$ cat src/rtl/tcce_pkg.sv
// ---------------------------------------------------------------------------
// tcce_pkg
// Shared types and constants of the text console cursor engine.
// ---------------------------------------------------------------------------
`timescale 1ns / 1ps

package tcce_pkg;

   // field widths
   localparam int CHAR_W  = 8;
   localparam int CMD_W   = 2;
   localparam int POS_W   = 12;
   localparam int SPAN_W  = 13;
   localparam int ROW_W   = 13;
   localparam int CALC_W  = 14;
   localparam int CSR_IDX_W = 1;
   localparam int CSR_DATA_W = 13;

   // request queue between front and back
   localparam int QUEUE_DEPTH = 4;
   localparam int QUEUE_AW    = 2;

   localparam logic [SPAN_W-1:0] MAX_DIM = 13'd4096;
   localparam logic [SPAN_W-1:0] RESET_WIDTH  = 13'd1024;
   localparam logic [SPAN_W-1:0] RESET_HEIGHT = 13'd768;

   // control bytes
   localparam logic [CHAR_W-1:0] CHAR_BS     = 8'd8;
   localparam logic [CHAR_W-1:0] CHAR_LF     = 8'd10;
   localparam logic [CHAR_W-1:0] CHAR_CR     = 8'd13;
   localparam logic [CHAR_W-1:0] CHAR_ESC    = 8'd27;
   localparam logic [CHAR_W-1:0] CHAR_SPACE  = 8'd32;
   localparam logic [CHAR_W-1:0] CHAR_TWO    = 8'h32;
   localparam logic [CHAR_W-1:0] CHAR_THREE  = 8'h33;
   localparam logic [CHAR_W-1:0] CHAR_HOME   = 8'h48;
   localparam logic [CHAR_W-1:0] CHAR_CLEAR  = 8'h4A;
   localparam logic [CHAR_W-1:0] CHAR_LBRACK = 8'h5B;
   localparam logic [CHAR_W-1:0] CHAR_DEL    = 8'd127;

   typedef enum logic [CSR_IDX_W-1:0] {
      CSR_SCREEN_WIDTH  = 1'b0,
      CSR_SCREEN_HEIGHT = 1'b1
   } csr_index_type;

   typedef enum logic [CMD_W-1:0] {
      CMD_GLYPH  = 2'd0,
      CMD_FILL   = 2'd1,
      CMD_SCROLL = 2'd2
   } cmd_type;

   typedef enum logic [1:0] {
      PH_TEXT  = 2'd0,
      PH_ESC   = 2'd1,
      PH_CSI   = 2'd2,
      PH_PARAM = 2'd3
   } phase_type;

   typedef enum logic [1:0] {
      STEP_FIRST  = 2'd0,
      STEP_SCROLL = 2'd1,
      STEP_BOTTOM = 2'd2
   } step_type;

   // one classified byte: an optional leading command and an optional scroll
   typedef struct packed {
      logic                first_valid;
      cmd_type             first_cmd;
      logic [POS_W-1:0]    first_x;
      logic [POS_W-1:0]    first_y;
      logic [SPAN_W-1:0]   first_w;
      logic [SPAN_W-1:0]   first_h;
      logic [CHAR_W-1:0]   first_glyph;
      logic                scroll;
      logic [POS_W-1:0]    bottom;
      logic [SPAN_W-1:0]   width;
   } job_type;

endpackage

$ cat src/rtl/tcce_front.sv
// ---------------------------------------------------------------------------
// tcce_front
// Escape parser and cursor tracker; turns each byte into at most one queue entry.
// ---------------------------------------------------------------------------
`timescale 1ns / 1ps

module tcce_front #(
   parameter int TOP_OFFSET = 20,
   parameter int GLYPH_W    = 8,
   parameter int GLYPH_H    = 12
) (
   input  logic                               clock,
   input  logic                               reset,
   input  logic                               csr_write,
   input  logic [tcce_pkg::CSR_IDX_W-1:0]     csr_index,
   input  logic [tcce_pkg::CSR_DATA_W-1:0]    csr_data,
   input  logic                               req_valid,
   input  logic [tcce_pkg::CHAR_W-1:0]        req_char_code,
   input  logic                               queue_full,
   output logic                               req_stall,
   output logic                               push,
   output tcce_pkg::job_type                  push_job
);

   localparam logic [tcce_pkg::CALC_W-1:0] GW_C  = tcce_pkg::CALC_W'(GLYPH_W);
   localparam logic [tcce_pkg::CALC_W-1:0] GH_C  = tcce_pkg::CALC_W'(GLYPH_H);
   localparam logic [tcce_pkg::CALC_W-1:0] TOP_C = tcce_pkg::CALC_W'(TOP_OFFSET);

   logic [tcce_pkg::SPAN_W-1:0] width_ff, height_ff;
   logic [tcce_pkg::POS_W-1:0]  col_ff;
   logic [tcce_pkg::ROW_W-1:0]  row_ff;
   tcce_pkg::phase_type         phase_ff, phase_in;
   logic [tcce_pkg::CALC_W-1:0] col_in, row_in, row_text;
   logic [tcce_pkg::CALC_W-1:0] w_eff, h_eff, col_ext, row_ext, col_adv;
   logic [tcce_pkg::CALC_W-1:0] bottom, area;
   logic                        accept, scroll;
   tcce_pkg::job_type           job;

   assign req_stall = queue_full;
   assign accept    = req_valid && !req_stall;

   always_ff @(posedge clock) begin
      if (reset) begin
         width_ff  <= tcce_pkg::RESET_WIDTH;
         height_ff <= tcce_pkg::RESET_HEIGHT;
      end else if (csr_write) begin
         unique case (tcce_pkg::csr_index_type'(csr_index))
            tcce_pkg::CSR_SCREEN_WIDTH:  width_ff  <= csr_data;
            tcce_pkg::CSR_SCREEN_HEIGHT: height_ff <= csr_data;
            default: ;
         endcase
      end
   end

   assign w_eff = {1'b0, (width_ff > tcce_pkg::MAX_DIM) ? tcce_pkg::MAX_DIM : width_ff};
   assign h_eff = {1'b0, (height_ff > tcce_pkg::MAX_DIM) ? tcce_pkg::MAX_DIM : height_ff};
   assign col_ext = {2'b00, col_ff};
   assign row_ext = {1'b0, row_ff};
   assign col_adv = col_ext + GW_C;
   assign bottom  = (h_eff >= GH_C) ? (h_eff - GH_C) : '0;
   assign area    = (h_eff > TOP_C) ? (h_eff - TOP_C) : '0;

   // escape parser next state
   always_comb begin
      phase_in = phase_ff;
      unique case (phase_ff)
         tcce_pkg::PH_TEXT: begin
            if (req_char_code == tcce_pkg::CHAR_ESC) phase_in = tcce_pkg::PH_ESC;
         end
         tcce_pkg::PH_ESC: begin
            phase_in = (req_char_code == tcce_pkg::CHAR_LBRACK) ? tcce_pkg::PH_CSI
                                                                : tcce_pkg::PH_TEXT;
         end
         tcce_pkg::PH_CSI: begin
            if (req_char_code == tcce_pkg::CHAR_TWO || req_char_code == tcce_pkg::CHAR_THREE)
               phase_in = tcce_pkg::PH_PARAM;
            else
               phase_in = tcce_pkg::PH_TEXT;
         end
         tcce_pkg::PH_PARAM: phase_in = tcce_pkg::PH_TEXT;
         default: phase_in = tcce_pkg::PH_TEXT;
      endcase
   end

   // cursor update and command classification
   always_comb begin
      col_in   = col_ext;
      row_text = row_ext;
      job             = '0;
      job.first_cmd   = tcce_pkg::CMD_GLYPH;
      job.first_w     = tcce_pkg::SPAN_W'(GLYPH_W);
      job.first_h     = tcce_pkg::SPAN_W'(GLYPH_H);
      job.first_y     = row_ff[tcce_pkg::POS_W-1:0];
      job.width       = w_eff[tcce_pkg::SPAN_W-1:0];
      job.bottom      = bottom[tcce_pkg::POS_W-1:0];
      unique case (phase_ff)
         tcce_pkg::PH_TEXT: begin
            if (req_char_code == tcce_pkg::CHAR_ESC) begin
               col_in = col_ext;
            end else if (req_char_code == tcce_pkg::CHAR_LF) begin
               col_in   = '0;
               row_text = row_ext + GH_C;
            end else if (req_char_code == tcce_pkg::CHAR_CR) begin
               col_in = '0;
            end else if (req_char_code == tcce_pkg::CHAR_BS ||
                         req_char_code == tcce_pkg::CHAR_DEL) begin
               if (col_ext >= GW_C) begin
                  col_in          = col_ext - GW_C;
                  job.first_valid = 1'b1;
                  job.first_x     = col_in[tcce_pkg::POS_W-1:0];
                  job.first_glyph = tcce_pkg::CHAR_SPACE;
               end
            end else begin
               job.first_valid = 1'b1;
               job.first_x     = col_ff;
               job.first_glyph = req_char_code;
               if (col_adv + GW_C > w_eff) begin
                  col_in   = '0;
                  row_text = row_ext + GH_C;
               end else begin
                  col_in = col_adv;
               end
            end
         end
         tcce_pkg::PH_ESC: ;
         tcce_pkg::PH_CSI: begin
            if (req_char_code == tcce_pkg::CHAR_HOME) begin
               col_in   = '0;
               row_text = TOP_C;
            end
         end
         tcce_pkg::PH_PARAM: begin
            if (req_char_code == tcce_pkg::CHAR_CLEAR) begin
               job.first_valid = 1'b1;
               job.first_cmd   = tcce_pkg::CMD_FILL;
               job.first_y     = TOP_C[tcce_pkg::POS_W-1:0];
               job.first_w     = w_eff[tcce_pkg::SPAN_W-1:0];
               job.first_h     = area[tcce_pkg::SPAN_W-1:0];
            end
         end
         default: ;
      endcase
      // bottom check after every byte
      scroll     = (row_text + GH_C) > h_eff;
      job.scroll = scroll;
      row_in     = scroll ? bottom : row_text;
   end

   assign push     = accept && (job.first_valid || job.scroll);
   assign push_job = job;

   always_ff @(posedge clock) begin
      if (reset) begin
         col_ff   <= '0;
         row_ff   <= tcce_pkg::ROW_W'(TOP_OFFSET);
         phase_ff <= tcce_pkg::PH_TEXT;
      end else if (accept) begin
         col_ff   <= col_in[tcce_pkg::POS_W-1:0];
         row_ff   <= row_in[tcce_pkg::ROW_W-1:0];
         phase_ff <= phase_in;
      end
   end

endmodule

$ cat src/rtl/tcce_queue.sv
// ---------------------------------------------------------------------------
// tcce_queue
// Short first-in first-out queue of classified requests.
// ---------------------------------------------------------------------------
`timescale 1ns / 1ps

module tcce_queue (
   input  logic              clock,
   input  logic              reset,
   input  logic              push,
   input  tcce_pkg::job_type push_job,
   input  logic              pop,
   output logic              full,
   output logic              head_valid,
   output tcce_pkg::job_type head_job
);

   tcce_pkg::job_type               entry_ff [tcce_pkg::QUEUE_DEPTH];
   logic [tcce_pkg::QUEUE_AW-1:0]   wr_ptr_ff, rd_ptr_ff;
   logic [tcce_pkg::QUEUE_AW:0]     count_ff, count_in;

   assign full       = (count_ff == (tcce_pkg::QUEUE_AW+1)'(tcce_pkg::QUEUE_DEPTH));
   assign head_valid = (count_ff != '0);
   assign head_job   = entry_ff[rd_ptr_ff];

   always_comb begin
      count_in = count_ff;
      if (push && !pop) count_in = count_ff + 1'b1;
      else if (pop && !push) count_in = count_ff - 1'b1;
   end

   always_ff @(posedge clock) begin
      if (push) entry_ff[wr_ptr_ff] <= push_job;
   end

   always_ff @(posedge clock) begin
      if (reset) begin
         wr_ptr_ff <= '0;
         rd_ptr_ff <= '0;
         count_ff  <= '0;
      end else begin
         if (push) wr_ptr_ff <= wr_ptr_ff + 1'b1;
         if (pop)  rd_ptr_ff <= rd_ptr_ff + 1'b1;
         count_ff <= count_in;
      end
   end

endmodule

$ cat src/rtl/tcce_back.sv
// ---------------------------------------------------------------------------
// tcce_back
// Expands each queued request into its drawing commands, one per cycle while the output is not stalled.
// ---------------------------------------------------------------------------
`timescale 1ns / 1ps

module tcce_back #(
   parameter int TOP_OFFSET = 20,
   parameter int GLYPH_H    = 12
) (
   input  logic                             clock,
   input  logic                             reset,
   input  logic                             head_valid,
   input  tcce_pkg::job_type                head_job,
   output logic                             pop,
   output logic                             rsp_valid,
   input  logic                             rsp_stall,
   output logic [tcce_pkg::CMD_W-1:0]       rsp_cmd,
   output logic [tcce_pkg::POS_W-1:0]       rsp_pos_x,
   output logic [tcce_pkg::POS_W-1:0]       rsp_pos_y,
   output logic [tcce_pkg::SPAN_W-1:0]      rsp_span_w,
   output logic [tcce_pkg::SPAN_W-1:0]      rsp_span_h,
   output logic [tcce_pkg::CHAR_W-1:0]      rsp_glyph,
   output logic                             rsp_last
);

   tcce_pkg::step_type             step_ff, step_in, step_cur;
   logic                           load;
   logic                           rsp_valid_ff;
   logic [tcce_pkg::CMD_W-1:0]     cmd_ff, cmd_in;
   logic [tcce_pkg::POS_W-1:0]     x_ff, x_in, y_ff, y_in;
   logic [tcce_pkg::SPAN_W-1:0]    w_ff, w_in, h_ff, h_in;
   logic [tcce_pkg::CHAR_W-1:0]    glyph_ff, glyph_in;
   logic                           last_ff, last_in;

   assign load = head_valid && (!rsp_valid_ff || !rsp_stall);
   assign step_cur = (step_ff == tcce_pkg::STEP_FIRST && !head_job.first_valid)
                   ? tcce_pkg::STEP_SCROLL : step_ff;

   // sequencer next state
   always_comb begin
      step_in = step_ff;
      if (load) begin
         unique case (step_cur)
            tcce_pkg::STEP_FIRST:
               step_in = head_job.scroll ? tcce_pkg::STEP_SCROLL : tcce_pkg::STEP_FIRST;
            tcce_pkg::STEP_SCROLL: step_in = tcce_pkg::STEP_BOTTOM;
            tcce_pkg::STEP_BOTTOM: step_in = tcce_pkg::STEP_FIRST;
            default:               step_in = tcce_pkg::STEP_FIRST;
         endcase
      end
   end

   // command for the current step
   always_comb begin
      cmd_in   = tcce_pkg::CMD_FILL;
      x_in     = '0;
      y_in     = tcce_pkg::POS_W'(TOP_OFFSET);
      w_in     = head_job.width;
      h_in     = tcce_pkg::SPAN_W'(GLYPH_H);
      glyph_in = '0;
      last_in  = 1'b0;
      unique case (step_cur)
         tcce_pkg::STEP_FIRST: begin
            cmd_in   = head_job.first_cmd;
            x_in     = head_job.first_x;
            y_in     = head_job.first_y;
            w_in     = head_job.first_w;
            h_in     = head_job.first_h;
            glyph_in = head_job.first_glyph;
            last_in  = !head_job.scroll;
         end
         tcce_pkg::STEP_SCROLL: cmd_in = tcce_pkg::CMD_SCROLL;
         tcce_pkg::STEP_BOTTOM: begin
            y_in    = head_job.bottom;
            last_in = 1'b1;
         end
         default: ;
      endcase
   end

   assign pop = load && last_in;

   always_ff @(posedge clock) begin
      if (reset) begin
         step_ff      <= tcce_pkg::STEP_FIRST;
         rsp_valid_ff <= 1'b0;
      end else begin
         step_ff      <= step_in;
         rsp_valid_ff <= load || (rsp_valid_ff && rsp_stall);
      end
   end

   always_ff @(posedge clock) begin
      if (load) begin
         cmd_ff   <= cmd_in;
         x_ff     <= x_in;
         y_ff     <= y_in;
         w_ff     <= w_in;
         h_ff     <= h_in;
         glyph_ff <= glyph_in;
         last_ff  <= last_in;
      end
   end

   assign rsp_valid  = rsp_valid_ff;
   assign rsp_cmd    = cmd_ff;
   assign rsp_pos_x  = x_ff;
   assign rsp_pos_y  = y_ff;
   assign rsp_span_w = w_ff;
   assign rsp_span_h = h_ff;
   assign rsp_glyph  = glyph_ff;
   assign rsp_last   = last_ff;

endmodule

$ cat src/rtl/text_console_cursor_engine.sv
// ---------------------------------------------------------------------------
// text_console_cursor_engine
// Console byte stream in, glyph / fill / scroll drawing commands out.
// ---------------------------------------------------------------------------
//   channel  direction  handshake           payload
//   req      in         req_valid/stall     char_code
//   rsp      out        rsp_valid/stall     cmd pos_x pos_y span_w span_h glyph last
//   csr      in         csr_write           csr_index csr_data
//
// the front takes one byte per cycle while the request queue has room
// the back gives one command per cycle while the output is not stalled, so a byte yields 0 to 3 commands there
// (none without output; glyph or clear, then scroll and bottom-row clear)
// sync reset homes the cursor, clears the parser and loads 1024x768
// a stalled result holds in the output register while the queue keeps filling
`timescale 1ns / 1ps

module text_console_cursor_engine #(
   parameter int TOP_OFFSET = 20,
   parameter int GLYPH_W    = 8,
   parameter int GLYPH_H    = 12
) (
   input  logic                             clock,
   input  logic                             reset,
   input  logic                             csr_write,
   input  logic [tcce_pkg::CSR_IDX_W-1:0]   csr_index,
   input  logic [tcce_pkg::CSR_DATA_W-1:0]  csr_data,
   input  logic                             req_valid,
   output logic                             req_stall,
   input  logic [tcce_pkg::CHAR_W-1:0]      req_char_code,
   output logic                             rsp_valid,
   input  logic                             rsp_stall,
   output logic [tcce_pkg::CMD_W-1:0]       rsp_cmd,
   output logic [tcce_pkg::POS_W-1:0]       rsp_pos_x,
   output logic [tcce_pkg::POS_W-1:0]       rsp_pos_y,
   output logic [tcce_pkg::SPAN_W-1:0]      rsp_span_w,
   output logic [tcce_pkg::SPAN_W-1:0]      rsp_span_h,
   output logic [tcce_pkg::CHAR_W-1:0]      rsp_glyph,
   output logic                             rsp_last
);

   logic              push, pop, queue_full, head_valid;
   tcce_pkg::job_type push_job, head_job;

   tcce_front #(
      .TOP_OFFSET (TOP_OFFSET),
      .GLYPH_W    (GLYPH_W),
      .GLYPH_H    (GLYPH_H)
   ) u_front (
      .clock         (clock),
      .reset         (reset),
      .csr_write     (csr_write),
      .csr_index     (csr_index),
      .csr_data      (csr_data),
      .req_valid     (req_valid),
      .req_char_code (req_char_code),
      .queue_full    (queue_full),
      .req_stall     (req_stall),
      .push          (push),
      .push_job      (push_job)
   );

   tcce_queue u_queue (
      .clock      (clock),
      .reset      (reset),
      .push       (push),
      .push_job   (push_job),
      .pop        (pop),
      .full       (queue_full),
      .head_valid (head_valid),
      .head_job   (head_job)
   );

   tcce_back #(
      .TOP_OFFSET (TOP_OFFSET),
      .GLYPH_H    (GLYPH_H)
   ) u_back (
      .clock      (clock),
      .reset      (reset),
      .head_valid (head_valid),
      .head_job   (head_job),
      .pop        (pop),
      .rsp_valid  (rsp_valid),
      .rsp_stall  (rsp_stall),
      .rsp_cmd    (rsp_cmd),
      .rsp_pos_x  (rsp_pos_x),
      .rsp_pos_y  (rsp_pos_y),
      .rsp_span_w (rsp_span_w),
      .rsp_span_h (rsp_span_h),
      .rsp_glyph  (rsp_glyph),
      .rsp_last   (rsp_last)
   );

endmodule
$ cat config.mk
export PLATFORM = sky130hd
export DESIGN_NAME = text_console_cursor_engine
export DESIGN_NICKNAME = d
export VERILOG_FILES = /design/src/rtl/tcce_pkg.sv /design/src/rtl/tcce_front.sv /design/src/rtl/tcce_queue.sv /design/src/rtl/tcce_back.sv /design/src/rtl/text_console_cursor_engine.sv
export SDC_FILE = /design/constraint.sdc
export NUM_CORES = 1
export LEC_CHECK = 0
export ABC_AREA = 1
export BUFFER_PORTS_ARGS = -buffer_cell sky130_fd_sc_hd__buf_4
export CAP_MARGIN = 40
export CORE_MARGIN = 3
export CORE_UTILIZATION = 25
export CTS_CLUSTER_SIZE = 20
export DETAILED_ROUTE_END_ITERATION = 12
export PLACE_DENSITY = 0.43
export SYNTH_ARGS = -nofsm -noshare
export SYNTH_HDL_FRONTEND = slang
export SYNTH_SLANG_ARGS = --single-unit
export TNS_END_PERCENT = 30
$ cat constraint.sdc
create_clock -name clock -period 12.4 [get_ports clock]
set_input_delay 0.62 -clock clock [delete_from_list [all_inputs] [get_ports clock]]
set_output_delay 0.62 -clock clock [all_outputs]
set_load 0.01 [all_outputs]
Word-level counts from Yosys, hierarchy flattened
Memories as Yosys holds them, arrays and structs flattened. A register that Yosys moved wholly into a read port is not among the register bits.
Cells that the tools add are included.
{"block": "totals", "regBits": 124, "latchBits": 0, "mem_bits_rw": 348, "romBits": 0, "input_bits": 27, "out_inout_bits": 63, "word_cells": 146, "n_memories": 1}
{"block": "classes", "addsub": 11, "multipliers": 0, "div": 0, "magnitude_cmp": 7, "eq_ne": 20, "shift": 0, "muxes": 59, "bitwise_logic": 1, "reduce_logical": 30}
{"name": "u_queue.entry_ff", "words": 4, "word_bits": 87, "read_ports": 1, "rd_clocked_by_memory_dff": 1, "wr": 1, "line_no": "tcce_queue.sv:18", "text": "tcce_pkg::job_type entry_ff [tcce_pkg::QUEUE_DEPTH];"}
{"operator": "12-bit 2-to-1 mux", "n": 13}
{"operator": "13-bit 2-to-1 mux", "n": 7}
{"operator": "38-bit 2-to-1 mux", "n": 2}
{"operator": "14-bit 2-to-1 mux", "n": 5}
{"operator": "12-bit case mux with 2 select lines", "n": 2}
{"operator": "8-bit 2-to-1 mux", "n": 5}
{"operator": "8-bit by 7-bit equality test with 1-bit output, second input constant", "n": 4}
{"operator": "13-bit by 4-bit adder with 14-bit output, second input constant", "n": 2}
{"operator": "14-bit by 13-bit > comparator with 1-bit output", "n": 2}
{"operator": "14-bit case mux with 2 select lines", "n": 1}
{"operator": "13-bit > comparator, second input constant", "n": 2}
{"operator": "8-bit by 4-bit equality test with 1-bit output, second input constant", "n": 3}
{"operator": "8-bit by 6-bit equality test with 1-bit output, second input constant", "n": 2}
{"operator": "14-bit by 4-bit adder with 14-bit output, second input constant", "n": 1}
{"operator": "2-bit 2-to-1 mux", "n": 7}
{"operator": "12-bit by 4-bit adder with 13-bit output, second input constant", "n": 1}
{"operator": "13-bit by 4-bit greater-or-equal comparator with 1-bit output, second input constant", "n": 1}
{"operator": "13-bit by 5-bit > comparator with 1-bit output, second input constant", "n": 1}
{"operator": "13-bit by 4-bit subtractor with 13-bit output, second input constant", "n": 1}
{"operator": "13-bit by 5-bit subtractor with 13-bit output, second input constant", "n": 1}
{"operator": "12-bit by 4-bit greater-or-equal comparator with 1-bit output, second input constant", "n": 1}
{"operator": "12-bit by 4-bit subtractor with 12-bit output, second input constant", "n": 1}
{"operator": "3-bit 2-to-1 mux", "n": 3}
{"operator": "8-bit by 5-bit equality test with 1-bit output, second input constant", "n": 1}
{"operator": "other kinds (23)", "n": 59}

Longest topological paths before layout
Gate-level depths: netlist of the first run.
{"block": "logic_depth", "word_depth": 17, "depth_mapped": 51, "depth_no_buf": 50}

Hierarchy
A second synthesis of the first run with hierarchy kept.
{"block": "hier_totals", "hier_cells": 2048, "area_unflattened_um2": 21279.2}
{"mod": "tcce_queue", "instances": 1, "cells_each": 900, "area_per_inst_um2": 13355.3, "seq_area_each_um2": 10630.2}
{"mod": "tcce_front", "instances": 1, "cells_each": 906, "area_per_inst_um2": 5263.8, "seq_area_each_um2": 1001.0}
{"mod": "tcce_back", "instances": 1, "cells_each": 242, "area_per_inst_um2": 2660.1, "seq_area_each_um2": 1891.8}

Worst setup path after synthesis of the first run
No wires, ideal clock.
{"block": "synth_timing", "path_kind": "register -> register", "start": "reg u_front.col_ff[3] (netlist name)", "end": "mem u_queue.entry_ff[0][0] (netlist name) (enable)", "setup_ns": 0.527, "arrival_ns": 8.169, "required_time_ns": 11.873, "setup_slack_ns": 3.703, "stages_incl_launch_ff": 34, "path_buffers": 1, "period_less_slack_ns": 8.697, "cell_sequence": "dfxtp_1 inv_1 ha_1 inv_1 nor4_1 nand3_1 nor2_1 nand2_1 nand2_1 inv_1 ha_1 nand2_1 nor3_1 nand4_1 nand4_2 nand2_2 buf_6 nand3_1 nand3_1 nand2_1 nor2_4 nor3_1 nand3_1 xor2_1 inv_1 ha_1 a21oi_1 o21ai_0 nand4_1 nand3_2 nand2_4 nand2_2 nand2_1 nor2_1"}
{"block": "synth_between", "elab_chain_cells": 15, "elab_cells_between_ends": 22, "cone_classes": "add/sub (3); order compare (3); mux (14); reduce/logical (2)"}
{"item": "start: declaration", "line_no": "tcce_front.sv:30", "text": "logic [tcce_pkg::POS_W-1:0] col_ff;"}
{"item": "start signal: assignment", "line_no": "tcce_front.sv:158", "text": "col_ff <= col_in[tcce_pkg::POS_W-1:0];"}
{"item": "12-bit by 4-bit adder with 13-bit output", "line_no": "tcce_front.sv:59", "text": "assign col_adv = col_ext + GW_C;"}
{"item": "13-bit by 4-bit adder with 14-bit output", "line_no": "tcce_front.sv:117", "text": "if (col_adv + GW_C > w_eff) begin"}
{"item": "14-bit by 13-bit > comparator with 1-bit output", "line_no": "tcce_front.sv:117"}
{"item": "14-bit 2-to-1 mux", "line_no": "tcce_front.sv:117"}
{"item": "14-bit 2-to-1 mux", "line_no": "tcce_front.sv:105", "text": "end else if (req_char_code == tcce_pkg::CHAR_BS ||"}
{"item": "14-bit 2-to-1 mux", "line_no": "tcce_front.sv:103", "text": "end else if (req_char_code == tcce_pkg::CHAR_CR) begin"}
{"item": "14-bit 2-to-1 mux", "line_no": "tcce_front.sv:100", "text": "end else if (req_char_code == tcce_pkg::CHAR_LF) begin"}
{"item": "14-bit 2-to-1 mux", "line_no": "tcce_front.sv:98", "text": "if (req_char_code == tcce_pkg::CHAR_ESC) begin"}
{"item": "14-bit case mux with 2 select lines", "line_no": "tcce_front.sv:96", "text": "unique case (phase_ff)"}
{"item": "14-bit by 4-bit adder with 14-bit output", "line_no": "tcce_front.sv:144", "text": "scroll = (row_text + GH_C) > h_eff;"}
{"item": "14-bit by 13-bit > comparator with 1-bit output", "line_no": "tcce_front.sv:144"}
{"item": "1-bit logical OR (*)", "line_no": "tcce_front.sv:149", "text": "assign push = accept && (job.first_valid || job.scroll);"}
{"item": "1-bit logical AND (*)", "line_no": "tcce_front.sv:149"}
{"item": "1-bit 2-to-1 mux (*)", "line_no": "tcce_queue.sv:33", "text": "if (push) entry_ff[wr_ptr_ff] <= push_job;"}
{"item": "1-bit 2-to-1 mux (implied by the code) (*)", "line_no": "tcce_queue.sv:33"}
{"item": "end: declaration", "line_no": "tcce_queue.sv:18"}
Mark *: on every way between the ends. The rest lies on a longest branch, timed or not.

Worst setup path after layout of the first run
{"block": "layout_timing", "start": "reg u_front.col_ff[3] (netlist name)", "end": "mem u_queue.entry_ff[2][10] (netlist name) (enable)"}
Same word-level chain as after synthesis.

==> qor.csv, run 1 <==
stage;metric;value;unit
clocking;clkLatencyLatePin;620;ps
finish;final_cell_mix;403 x nor2_1, 395 x edfxtp_1, 214 x o21ai_0;
floorplanning;fp.coreArea;80680;um2
sta;hold_viol_final;0;
setup_path;max_stage_delay;770;ps
sta;fmax;127.0;MHz
floorplanning;dieHeight;291.5;um
clocking;cts.path.max_buffers;3;
setup_path;worstSetupPathType;flip-flop to flip-flop;
sta;slew_headroom;0.4028;
setup_path;cp_num_buf_inv;5;
sta;report.final.setup_viol;0;
clocking;htree_num_levels;2;
outcome;status;complete, no violations;
finish;drive_above_1_share;0.1077;
grt;track_usage;0.1365;
setup_path;cp.required;12630;ps
power;vdd_drop_max;0.0001016;V
setup_path;cp_common_cell;nand2_1;
logic_synthesis;syn_area_per_cell;10.32;um2
place;port_buffers;89;
sta;tns;0;ps
setup_path;crit_arrival;8100;ps
logic_synthesis;yosys_register_bits;457;
drt;wl_per_cell;18.65;um
clocking;hold_buffers;0;
grt;grt_use_met3;0.02236;
clocking;path_clk_slew;60;ps
clocking;cts_tree;built;
grt;met2_usage;0.2164;
logic_synthesis;synth.largest_area_cell;edfxtp_1;
logic_synthesis;synthDominantCellAreaShare;0.5819;
setup_path;crit_fanout;46;
grt;grt_max_degree;81;
sta;tightest_slew;892.5;ps
drt;via_per_inst;4.528;
floorplanning;die_width;291.5;um
logic_synthesis;async_flop_share;0;
drt;num_vias;14310;
clocking;cts-resized-gates;0;
logic_synthesis;ys_top_cells_by_area;edfxtp_1 58%, nor2_1 7.5%, dfxtp_1 6.1%;
floorplanning;initial_core_util;0.2527;
sta;min_period;7876;ps
grt;grt_pass1_vias;14020;
logic_synthesis;yosys.cell_types.count;48;
grt;busiest_layer;met2;
finish;final_area;24090;um2
logic_synthesis;synth_edf_count;395;
logic_synthesis;syn_area;20380;um2
logic_synthesis;synthFlopType;edfxtp_1;
drt;drt-total-wl;58940;um
grt;grt_pass1_wl;88970;um
clocking;cts_setup_buffers;0;
power;pwr_density_cell;216.0;nW/um2
floorplanning;ios;90;
clocking;clock_sinks;457;
grt;antenna_found_initial;3;
finish;final_common_cell;nor2_1;
sta;timing.final.crit_share;0.6351;
place;place.gp.congestion;0.8444;
drt;firstDrtPassIters;5;
finish;instances_no_fill;3160;
finish;syn_to_final_growth;18.19;%
sta;slew_violations;0;
job;maxCapViolations;0;
place;hpwlAfterDp;39020;um
setup_path;path_delay_family;simple AND/OR/NAND/NOR gates;
place;place_inst;3061;
logic_synthesis;ys_seq_area_frac;0.6428;
grt;overflow;0;
place;placed_cell_area;22350;um2
clocking;clockRootBuffer;clkbuf_16;
clocking;numCtsBuffers;52;
sta;fin_skew;38.01;ps
logic_synthesis;netlist_instances;1976;
floorplanning;rows;104;
finish;final_nets;2122;
setup_path;crit_path_end_kind;flip-flop;
power;p_leak;0.008988;uW
setup_path;slowest_stage;buf_4;
grt;met1_usage;0.1958;
drt;ant_nets;0;
drt;drc;0;
floorplanning;die-area;85000;um2
setup_path;worstSetupStartpointType;flip-flop;
logic_synthesis;synth_warnings;0;
drt;drt_iter0_drc;841;
sta;rsz0062_at_grt;no;
hold_path;min_path_type;primary input to flip-flop;
[sequential cells by signal, summed over array words and instances, names as in the netlist, named ones only]
| signal | flops |
|---|---|
| u_queue.count_ff | 3 |
| u_back.step_ff | 2 |
| u_front.width_ff | 13 |
| u_back.rsp_pos_x | 10 |
| u_front.col_ff | 9 |
| u_queue.entry_ff | 336 |
| u_back.rsp_span_h | 13 |
| u_front.phase_ff | 2 |
| u_front.row_ff | 13 |
| u_back.rsp_pos_y | 12 |
| u_back.rsp_span_w | 13 |
| u_back.rsp_glyph | 8 |
| u_queue.rd_ptr_ff | 2 |
| u_queue.wr_ptr_ff | 2 |
| u_front.height_ff | 13 |
| u_back.rsp_cmd | 2 |
| u_back.rsp_valid | 1 |
| u_back.rsp_last | 1 |
[Yosys cell counts (26+ instances only)]
cell / number
nand3_1: 79
nor2_1: 407
xor2_1: 26
edfxtp_1: 395
clkbuf_1: 68
o22ai_1: 36
a21oi_1: 92
inv_1: 182
nand2_1: 194
ha_1: 39
dfxtp_1: 62
o21ai_0: 214
[final timing paths]
| kind | cells after the start | to | slack, ps | start |
|---|---|---|---|---|
| max reg2reg | 33 | u_queue.entry_ff[2][10]$_DFFE_PP_ | 4520 | u_front.col_ff[3]$_SDFFE_PP0P_ |
| max | 33 | u_queue.entry_ff[2][10]$_DFFE_PP_ | 4520 | u_front.col_ff[3]$_SDFFE_PP0P_ |
| min reg2reg | 2 | flip-flop | 460 | u_queue.rd_ptr_ff[1]$_SDFFE_PP0P_ |
| min | 3 | u_front.height_ff[8]$_SDFFE_PP1P_ | 280 | csr_data[8] |
[routing by layer]
layer	wire (um)	part of all wire	vias to the layer above
li1	-	-	6974
met1	28330	0.48	6973
met2	26680	0.45	291
met3	2879	0.049	70
met4	1059	0.018	0
met5	0	0	-
[power by group]
| group | internal (uW) | switching (uW) |
|---|---|---|
| combinational | 493 | 1030 |
| sequential | 2020 | 98.8 |
| clock | 927 | 629 |
[cells by family (layout without fill, tap and decap cells)]
kind of cell,Yosys count,in the layout,synth area share
simple gates,761,761,0.1557
compound gates,398,398,0.1067
flops,457,457,0.6428
xor+xnor,35,35,0.01504
fa+ha+maj,40,40,0.02492
buf+inv,284,404,0.05469
other cells,1,5,0.0001840
[worst register-to-register path, delay by kind of cell (launching register included)]
kind | cells | cell delay [ps]
and+or+nand+nor | 22 | 4020
buffers and inverters | 5 | 1550
adders and majority gates | 3 | 890
DFF | 1 | 460
AOI/OAI and AO/OA | 2 | 320
xor gates and xnor gates | 1 | 220
[stage by stage]
stage / worst slack (ps) / power (uW) / utilization / hold WS [ps]
finish: 4524 / 5204 / 0.2986 / 277.3
global route: 3792 / 5533 / 0.2986 / 265.6
CTS: 4480 / 5302 / 0.2986 / 246.3
detailed placement: 4537 / 3720 / 0.2770 / 453.6
global placement: 4603 / 3666 / 0.2748 / 443.4
floorplan: 3703 / 3058 / - / 430.5
[cell type report]
class / count / area (um2)
clock inverter: 22 / 317.8
sequential: 457 / 13110
tap: 1060 / 1326
inverter: 191 / 719.4
timing repair buffer: 115 / 987.2
antenna: 1 / 2.502
fill: 8387 / 56590
multi-input combinational: 1238 / 6210
clock buffer: 76 / 1421
Note: power is estimated with default switching activity, not from simulation.
==> run 2, diff against run 1 <==
--- a/config.mk
+++ b/config.mk
@@ -12,7 +12,7 @@
 export CORE_UTILIZATION = 25
 export CTS_CLUSTER_SIZE = 20
 export DETAILED_ROUTE_END_ITERATION = 12
-export PLACE_DENSITY = 0.43
+export PLACE_DENSITY = 0.44
 export SYNTH_ARGS = -nofsm -noshare
 export SYNTH_HDL_FRONTEND = slang
 export SYNTH_SLANG_ARGS = --single-unit
==> constraint.sdc (replaced) <==
create_clock -name clock -period 6.5 [get_ports clock]
set_input_delay 0.325 -clock clock [delete_from_list [all_inputs] [get_ports clock]]
set_output_delay 0.325 -clock clock [all_outputs]
set_load 0.01 [all_outputs]
==> qor.csv, run 2 (synthesized netlist as in run 1, its figures left out) <==
stage;metric;value;unit;change
sta;timing.final.crit_share;0.9337;;+0.2986
finish;syn_to_final_growth;20.30;%;
setup_path;rrSetupSlack;430;ps;-4090 ps
sta;slew_violations;0;;unchanged
setup_path;cp_num_buf_inv;8;;+3
clocking;cts.path.max_buffers;3;;unchanged
setup_path;crit_fanout;41;;-11%
finish;largest_register_ffs;336;;unchanged
outcome;status;complete, no violations;;
finish;drive_above_1_share;0.1333;;+0.02560
power;p_leak;0.009189;uW;+2.2%
place;hpwlAfterDp;38200;um;-2.1%
finish;n_fill_cell;8324;;-0.75%
place;place.gp.congestion;0.8617;;+2.0%
sta;hold_viol_final;0;;unchanged
drt;via_per_inst;4.565;;+0.82%
power;vdd_drop_max;0.0001963;V;+93%
floorplanning;die_width;291.5;um;unchanged
power;pwr_density_cell;405.5;nW/um2;+88%
floorplanning;die-area;85000;um2;unchanged
place;place_inst;3074;;+0.42%
grt;grt_max_degree;77;;-4.9%
drt;wl_per_cell;18.44;um;-1.2%
drt;ant_nets;0;;unchanged
clocking;htree_num_levels;2;;unchanged
clocking;clkLatencyLatePin;610;ps;about the same
clocking;clockRootBuffer;clkbuf_16;;
setup_path;r2r-start;u_front.col_ff[4]$_SDFFE_PP0P_;;
clocking;clock_sinks;457;;unchanged
clocking;cts_tree;built;;
drt;drt-total-wl;58860;um;-0.13%
power;internal-power;6536;uW;+90%
grt;overflow;0;;unchanged
finish;multi_input_area;6347;um2;+2.2%
place;placed_cell_area;22530;um2;+0.81%
setup_path;worstSetupPathType;flip-flop to flip-flop;;
floorplanning;rows;104;;unchanged
finish;final_area;24520;um2;+1.8%
grt;grt_pass1_vias;14330;;+2.2%
hold_path;min_path_type;primary input to flip-flop;;
clocking;path_clk_slew;60;ps;about the same
grt;grt_pass1_wl;88850;um;-0.13%
power;switching_share;0.3427;;+0.004022
place;port_buffers;89;;unchanged
hold_path;min_to;u_front.height_ff[4]$_SDFFE_PP0P_;;
sta;fin_skew;36.12;ps;-1.888 ps
power;seqPwrFrac;0.407;;about the same
setup_path;worstSetupStartpointType;flip-flop;;
finish;instances_no_fill;3193;;+1.0%
setup_path;r2r_end;u_queue.entry_ff[0][14]$_DFFE_PP_;;
drt;drc;0;;unchanged
power;switchingPower;3408;uW;+93%
setup_path;max_stage_delay;360;ps;-410 ps
sta;setup_slack;431.0;ps;-4093 ps
grt;antenna_found_initial;4;;+1
setup_path;crit_path_end_kind;flip-flop;;
sta;holdWs;41.82;ps;-235.4 ps
hold_path;min_path_cells;3;;unchanged
setup_path;crit_arrival;6320;ps;-1780 ps
setup_path;cp.required;6750;ps;-5880 ps
sta;min_period;6069;ps;-1807 ps
setup_path;path_delay_family;simple AND/OR/NAND/NOR gates;;
drt;num_vias;14580;;+1.9%
setup_path;r2r_cells;36;;+9.1%
floorplanning;ios;90;;unchanged
drt;firstDrtPassIters;6;;+1
finish;seqCellArea;13110;um2;about the same
finish;final_nets;2155;;+1.6%
clocking;numCtsBuffers;53;;+1.9%
finish;fin_util;0.3039;;+0.005319
finish;final_cell_mix;395 x nor2_1, 395 x edfxtp_1, 213 x o21ai_0;;
place;pre_cts_ws;35.00;ps;-4502 ps
setup_path;slowest_stage;dfxtp_2;;
sta;report.final.setup_viol;0;;unchanged
power;comb_power_share;0.303;;+0.009
finish;top_register;u_queue.entry_ff;;
job;maxCapViolations;0;;unchanged
hold_path;hold_start;csr_data[4];;
floorplanning;initial_core_util;0.2527;;unchanged
sta;tightest_slew;867.4;ps;-25.14 ps
floorplanning;dieHeight;291.5;um;unchanged
drt;drt_iter0_drc;925;;+10%
power;p_clk_frac;0.290;;-0.009
grt;track_usage;0.1347;;-0.001863
sta;slew_headroom;0.4157;;+0.01285
sta;fmax;164.8;MHz;+30%
floorplanning;fp.coreArea;80680;um2;unchanged
==> run 2: cell type report <==
type                       count  area share
multi-input combinational   1239      0.2589
inverter                     191     0.02934
sequential                   457      0.5347
antenna                        2   0.0002041
timing repair buffer         146     0.05399
clock buffer                  68     0.05934
clock inverter                30    0.009440
tap                         1060     0.05409
==> run 2: layer usage <==
metal | GRT usage | vias to the layer above | share of wire
li1 | - | 7053 | -
met1 | 0.1884 | 7127 | 0.48
met2 | 0.2192 | 317 | 0.46
met3 | 0.02046 | 77 | 0.045
met4 | 0.03381 | 2 | 0.017
met5 | 0 | - | 0.00022
==> run 2: what timing repair did <==
action / 4_1_cts / 5_1_grt
gates cloned: 0 / 1
hold buffers: 8 / 0
hold endpoints to repair: 9 / 0
pin swaps: 0 / 10
gates resized for setup: 1 / 37
endpoints found under the setup margin: 41 / 339
buffers inserted: 0 / 10
==> run 2: metrics by stage <==
stage / power [uW] / setup TNS (ps)
after floorplan: 5823 / -278000
after global placement: 7059 / 0
after detailed placement: 7139 / 0
after CTS: 10070 / 0
after global routing: 10560 / -1512
final: 9944 / 0
==> run 2: power groups by stage <==
stage               combinational, uW  sequential [uW]  clock (uW)
finish                           3010             4050        2880
global route                     3360             4110        3090
CTS                              3030             4060        2970
detailed placement               3020             4120           0
global placement                 2940             4120           0
floorplan                        1670             4150           0
==> run 2: worst reg2reg max path, delay by kind of cell, from the launching register on <==
kind,cells,cell delay [ps]
buffers and inverters,8,1200
flip-flops,1,360
AND/OR/NAND/NOR,23,2940
AO/OA/AOI/OAI,2,310
adder cells (fa/ha/maj),3,900
==> run 2: worst max-delay path by stage <==
stage,from,to,slack (ps),cells after the start
2_1_floorplan,u_front.col_ff[3]$_SDFFE_PP0P_,u_queue.entry_ff[0][0]$_DFFE_PP_,-830,33
3_3_place_gp,u_front.col_ff[3]$_SDFFE_PP0P_,u_queue.count_ff[2]$_SDFFE_PP0P_,110,42
3_5_place_dp,u_front.col_ff[3]$_SDFFE_PP0P_,u_queue.entry_ff[0][14]$_DFFE_PP_,30,35
4_1_cts,u_front.col_ff[3]$_SDFFE_PP0P_,u_queue.entry_ff[0][14]$_DFFE_PP_,90,35
5_1_grt,u_front.col_ff[3]$_SDFFE_PP0P_,u_queue.count_ff[2]$_SDFFE_PP0P_,-90,46
6_report,u_front.col_ff[4]$_SDFFE_PP0P_,u_queue.entry_ff[0][14]$_DFFE_PP_,430,36
==> run 3, diff against run 2 <==
--- a/config.mk
+++ b/config.mk
@@ -8,11 +8,14 @@
 export ABC_AREA = 1
 export BUFFER_PORTS_ARGS = -buffer_cell sky130_fd_sc_hd__buf_4
 export CAP_MARGIN = 40
+export CORE_ASPECT_RATIO = 1.2
 export CORE_MARGIN = 3
 export CORE_UTILIZATION = 25
 export CTS_CLUSTER_SIZE = 20
 export DETAILED_ROUTE_END_ITERATION = 12
+export HOLD_SLACK_MARGIN = 0.12
 export PLACE_DENSITY = 0.44
+export SLEW_MARGIN = 20
 export SYNTH_ARGS = -nofsm -noshare
 export SYNTH_HDL_FRONTEND = slang
 export SYNTH_SLANG_ARGS = --single-unit
==> qor.csv, run 3 (synthesized netlist as in run 1, its figures left out) <==
stage;metric;value;unit;change
outcome;status;complete, no violations;;
setup_path;max_stage_delay;380;ps;+20 ps
sta;holdWs;171.5;ps;+129.7 ps
setup_path;worstSetupStartpointType;flip-flop;;
clocking;cts_tree;built;;
drt;firstDrtPassIters;5;;-1
setup_path;cp-startpoint;u_front.col_ff[3]$_SDFFE_PP0P_;;
drt;drt_iter0_drc;1037;;+12%
setup_path;crit_fanout;8;;-80%
place;place.gp.congestion;0.8584;;-0.38%
setup_path;r2r-start;u_front.col_ff[3]$_SDFFE_PP0P_;;
setup_path;r2r_cells;48;;+33%
setup_path;slowest_stage;fa_1;;
power;comb_power_share;0.312;;+0.009
setup_path;crit_path_end_kind;flip-flop;;
place;pre_cts_ws;244.7;ps;+209.7 ps
power;p_clk_frac;0.269;;-0.021
place;port_buffers;89;;unchanged
drt;drc;0;;unchanged
finish;final_cell_mix;398 x nor2_1, 395 x edfxtp_1, 214 x o21ai_0;;
drt;num_vias;14630;;+0.40%
power;p_leak;0.009064;uW;-1.4%
grt;antenna_found_initial;3;;-1
sta;fmax;169.2;MHz;+2.7%
floorplanning;die-area;85010;um2;about the same
grt;track_usage;0.1375;;+0.002808
floorplanning;ios;90;;unchanged
power;switchingPower;3330;uW;-2.3%
drt;wl_met3;2548;um;-3.2%
hold_path;hold_start;csr_index;;
power;vdd_drop_max;0.0002490;V;+27%
drt;top_layer;met4;;
clocking;clockRootBuffer;clkbuf_16;;
power;switching_share;0.3447;;+0.001957
finish;largest_register_ffs;336;;unchanged
clocking;clkLatencyLatePin;590;ps;-20 ps
setup_path;crit_arrival;6420;ps;+100 ps
sta;timing.final.crit_share;0.9092;;-0.02452
floorplanning;dieHeight;318.8;um;+9.3%
grt;grt_pass1_wl;89760;um;+1.0%
grt;overflow;0;;unchanged
sta;min_period;5910;ps;-159.4 ps
grt;grt_pass1_vias;14420;;+0.63%
drt;drt-total-wl;59190;um;+0.55%
drt;routed-wl-met2;29170;um;+7.2%
finish;top_register;u_queue.entry_ff;;
place;hpwlAfterDp;38910;um;+1.9%
clocking;cts.path.max_buffers;3;;unchanged
floorplanning;fp.coreArea;80730;um2;about the same
clocking;path_clk_slew;70;ps;about the same
power;internal-power;6331;uW;-3.1%
drt;wl_met1;25630;um;-8.4%
finish;fin_util;0.3010;;-0.002966
hold_path;min_to;u_front.width_ff[2]$_SDFFE_PP0P_;;
sta;slew_headroom;0.4289;;+0.01321
setup_path;cp.required;7010;ps;+260 ps
setup_path;worstSetupPathType;flip-flop to flip-flop;;
setup_path;r2r_end;u_queue.count_ff[2]$_SDFFE_PP0P_;;
hold_path;min_path_cells;4;;+1
drt;ant_nets;0;;unchanged
finish;final_nets;2151;;-0.19%
power;pwr_density_cell;397.6;nW/um2;-2.0%
drt;wl_per_cell;18.72;um;+1.5%
clocking;numCtsBuffers;46;;-13%
drt;via_per_inst;4.628;;+1.4%
finish;syn_to_final_growth;19.21;%;
sta;tns;0;ps;unchanged
clocking;htree_num_levels;2;;unchanged
finish;drive_above_1_share;0.1219;;-0.01140
sta;hold_viol_final;0;;unchanged
sta;slew_violations;0;;unchanged
floorplanning;initial_core_util;0.2525;;about the same
power;seqPwrFrac;0.419;;+0.012
clocking;clock_sinks;457;;unchanged
setup_path;rrSetupSlack;590;ps;+160 ps
finish;final_common_cell;nor2_1;;
sta;report.final.setup_viol;0;;unchanged
grt;grt_max_degree;69;;-10%
floorplanning;rows;114;;+9.6%
sta;tightest_slew;850.2;ps;-17.19 ps
sta;fin_skew;26.42;ps;-9.698 ps
sta;setup_slack;590.4;ps;+159.4 ps
hold_path;min_path_type;primary input to flip-flop;;
job;maxCapViolations;0;;unchanged
floorplanning;die_width;266.7;um;-8.5%
-- run 3: cell types whose count changed in the layout (fill, tap and decap cells not counted), moves of 3 or more --
cell           previous run  this run
nor2_1                  395       398
buf_4                   122       115
clkinv_2                 13         9
clkbuf_16                55        48
nor2_2                   11         7
dlygate4sd3_1             8        16
-- run 3: timing repair --
| action | CTS | global route |
|---|---|---|
| hold buffers | 16 | 0 |
| endpoints found under the setup margin | 0 | 339 |
| resized for setup | 0 | 32 |
| endpoints found under the hold margin | 30 | 0 |
| setup buffers | 0 | 5 |
-- run 3: critical path: cells and delay by family (launching register included) --
| family | cells | cell delay, ps |
|---|---|---|
| adder cells (fa/ha/maj) | 5 | 1310 |
| AND/OR/NAND/NOR | 27 | 2430 |
| XOR/XNOR | 2 | 370 |
| flip-flops | 1 | 340 |
| buffers and inverters | 10 | 940 |
| AO/OA/AOI/OAI | 4 | 450 |
-- run 3: how the worst max path moves through the flow --
stage                     slack [ps]                                end  cells after the start
after floorplan                 -830   u_queue.entry_ff[0][0]$_DFFE_PP_                     33
after global placement           270   u_queue.count_ff[2]$_SDFFE_PP0P_                     44
after detailed placement         240   u_queue.entry_ff[3][7]$_DFFE_PP_                     36
after CTS                        220  u_queue.entry_ff[3][57]$_DFFE_PP_                     37
after global routing              -3   u_queue.count_ff[2]$_SDFFE_PP0P_                     48
final                            590   u_queue.count_ff[2]$_SDFFE_PP0P_                     48
-- run 3: area by class of cell --
| cell class | instances | area, um2 |
|---|---|---|
| inverters | 191 | 719.4 |
| multi-input cells | 1238 | 6346 |
| diodes | 1 | 2.502 |
| clock buffers | 57 | 1245 |
| clock inverters | 24 | 197.7 |
| flip-flops and latches | 457 | 13110 |
| repair buffers | 150 | 1374 |
| fillers | 8323 | 56430 |
| well taps | 1044 | 1306 |
-- run 3: routing by layer --
metal | vias up | GRT usage
met4 | 0 | 0.05071
met5 | - | 0
met2 | 353 | 0.2380
li1 | 7028 | -
met3 | 97 | 0.01744
met1 | 7156 | 0.1754
-- run 3: metrics by stage --
stage	std cells	total power (uW)	cell area, um2
2_1_floorplan	1979	5823	20400
3_3_place_gp	3052	7044	22380
3_5_place_dp	3059	7147	22510
4_1_cts	3156	9793	24110
5_1_grt	3161	10240	24300
6_report	3162	9661	24300
-- run 3: power by group through the flow --
| stage | logic, uW | registers (uW) | clock network, uW |
|---|---|---|---|
| 5_1_grt | 3350 | 4100 | 2790 |
| 3_3_place_gp | 2930 | 4110 | 0 |
| 3_5_place_dp | 3020 | 4120 | 0 |
| 2_1_floorplan | 1670 | 4150 | 0 |
| 4_1_cts | 3040 | 4060 | 2690 |
| 6_report | 3010 | 4050 | 2600 |
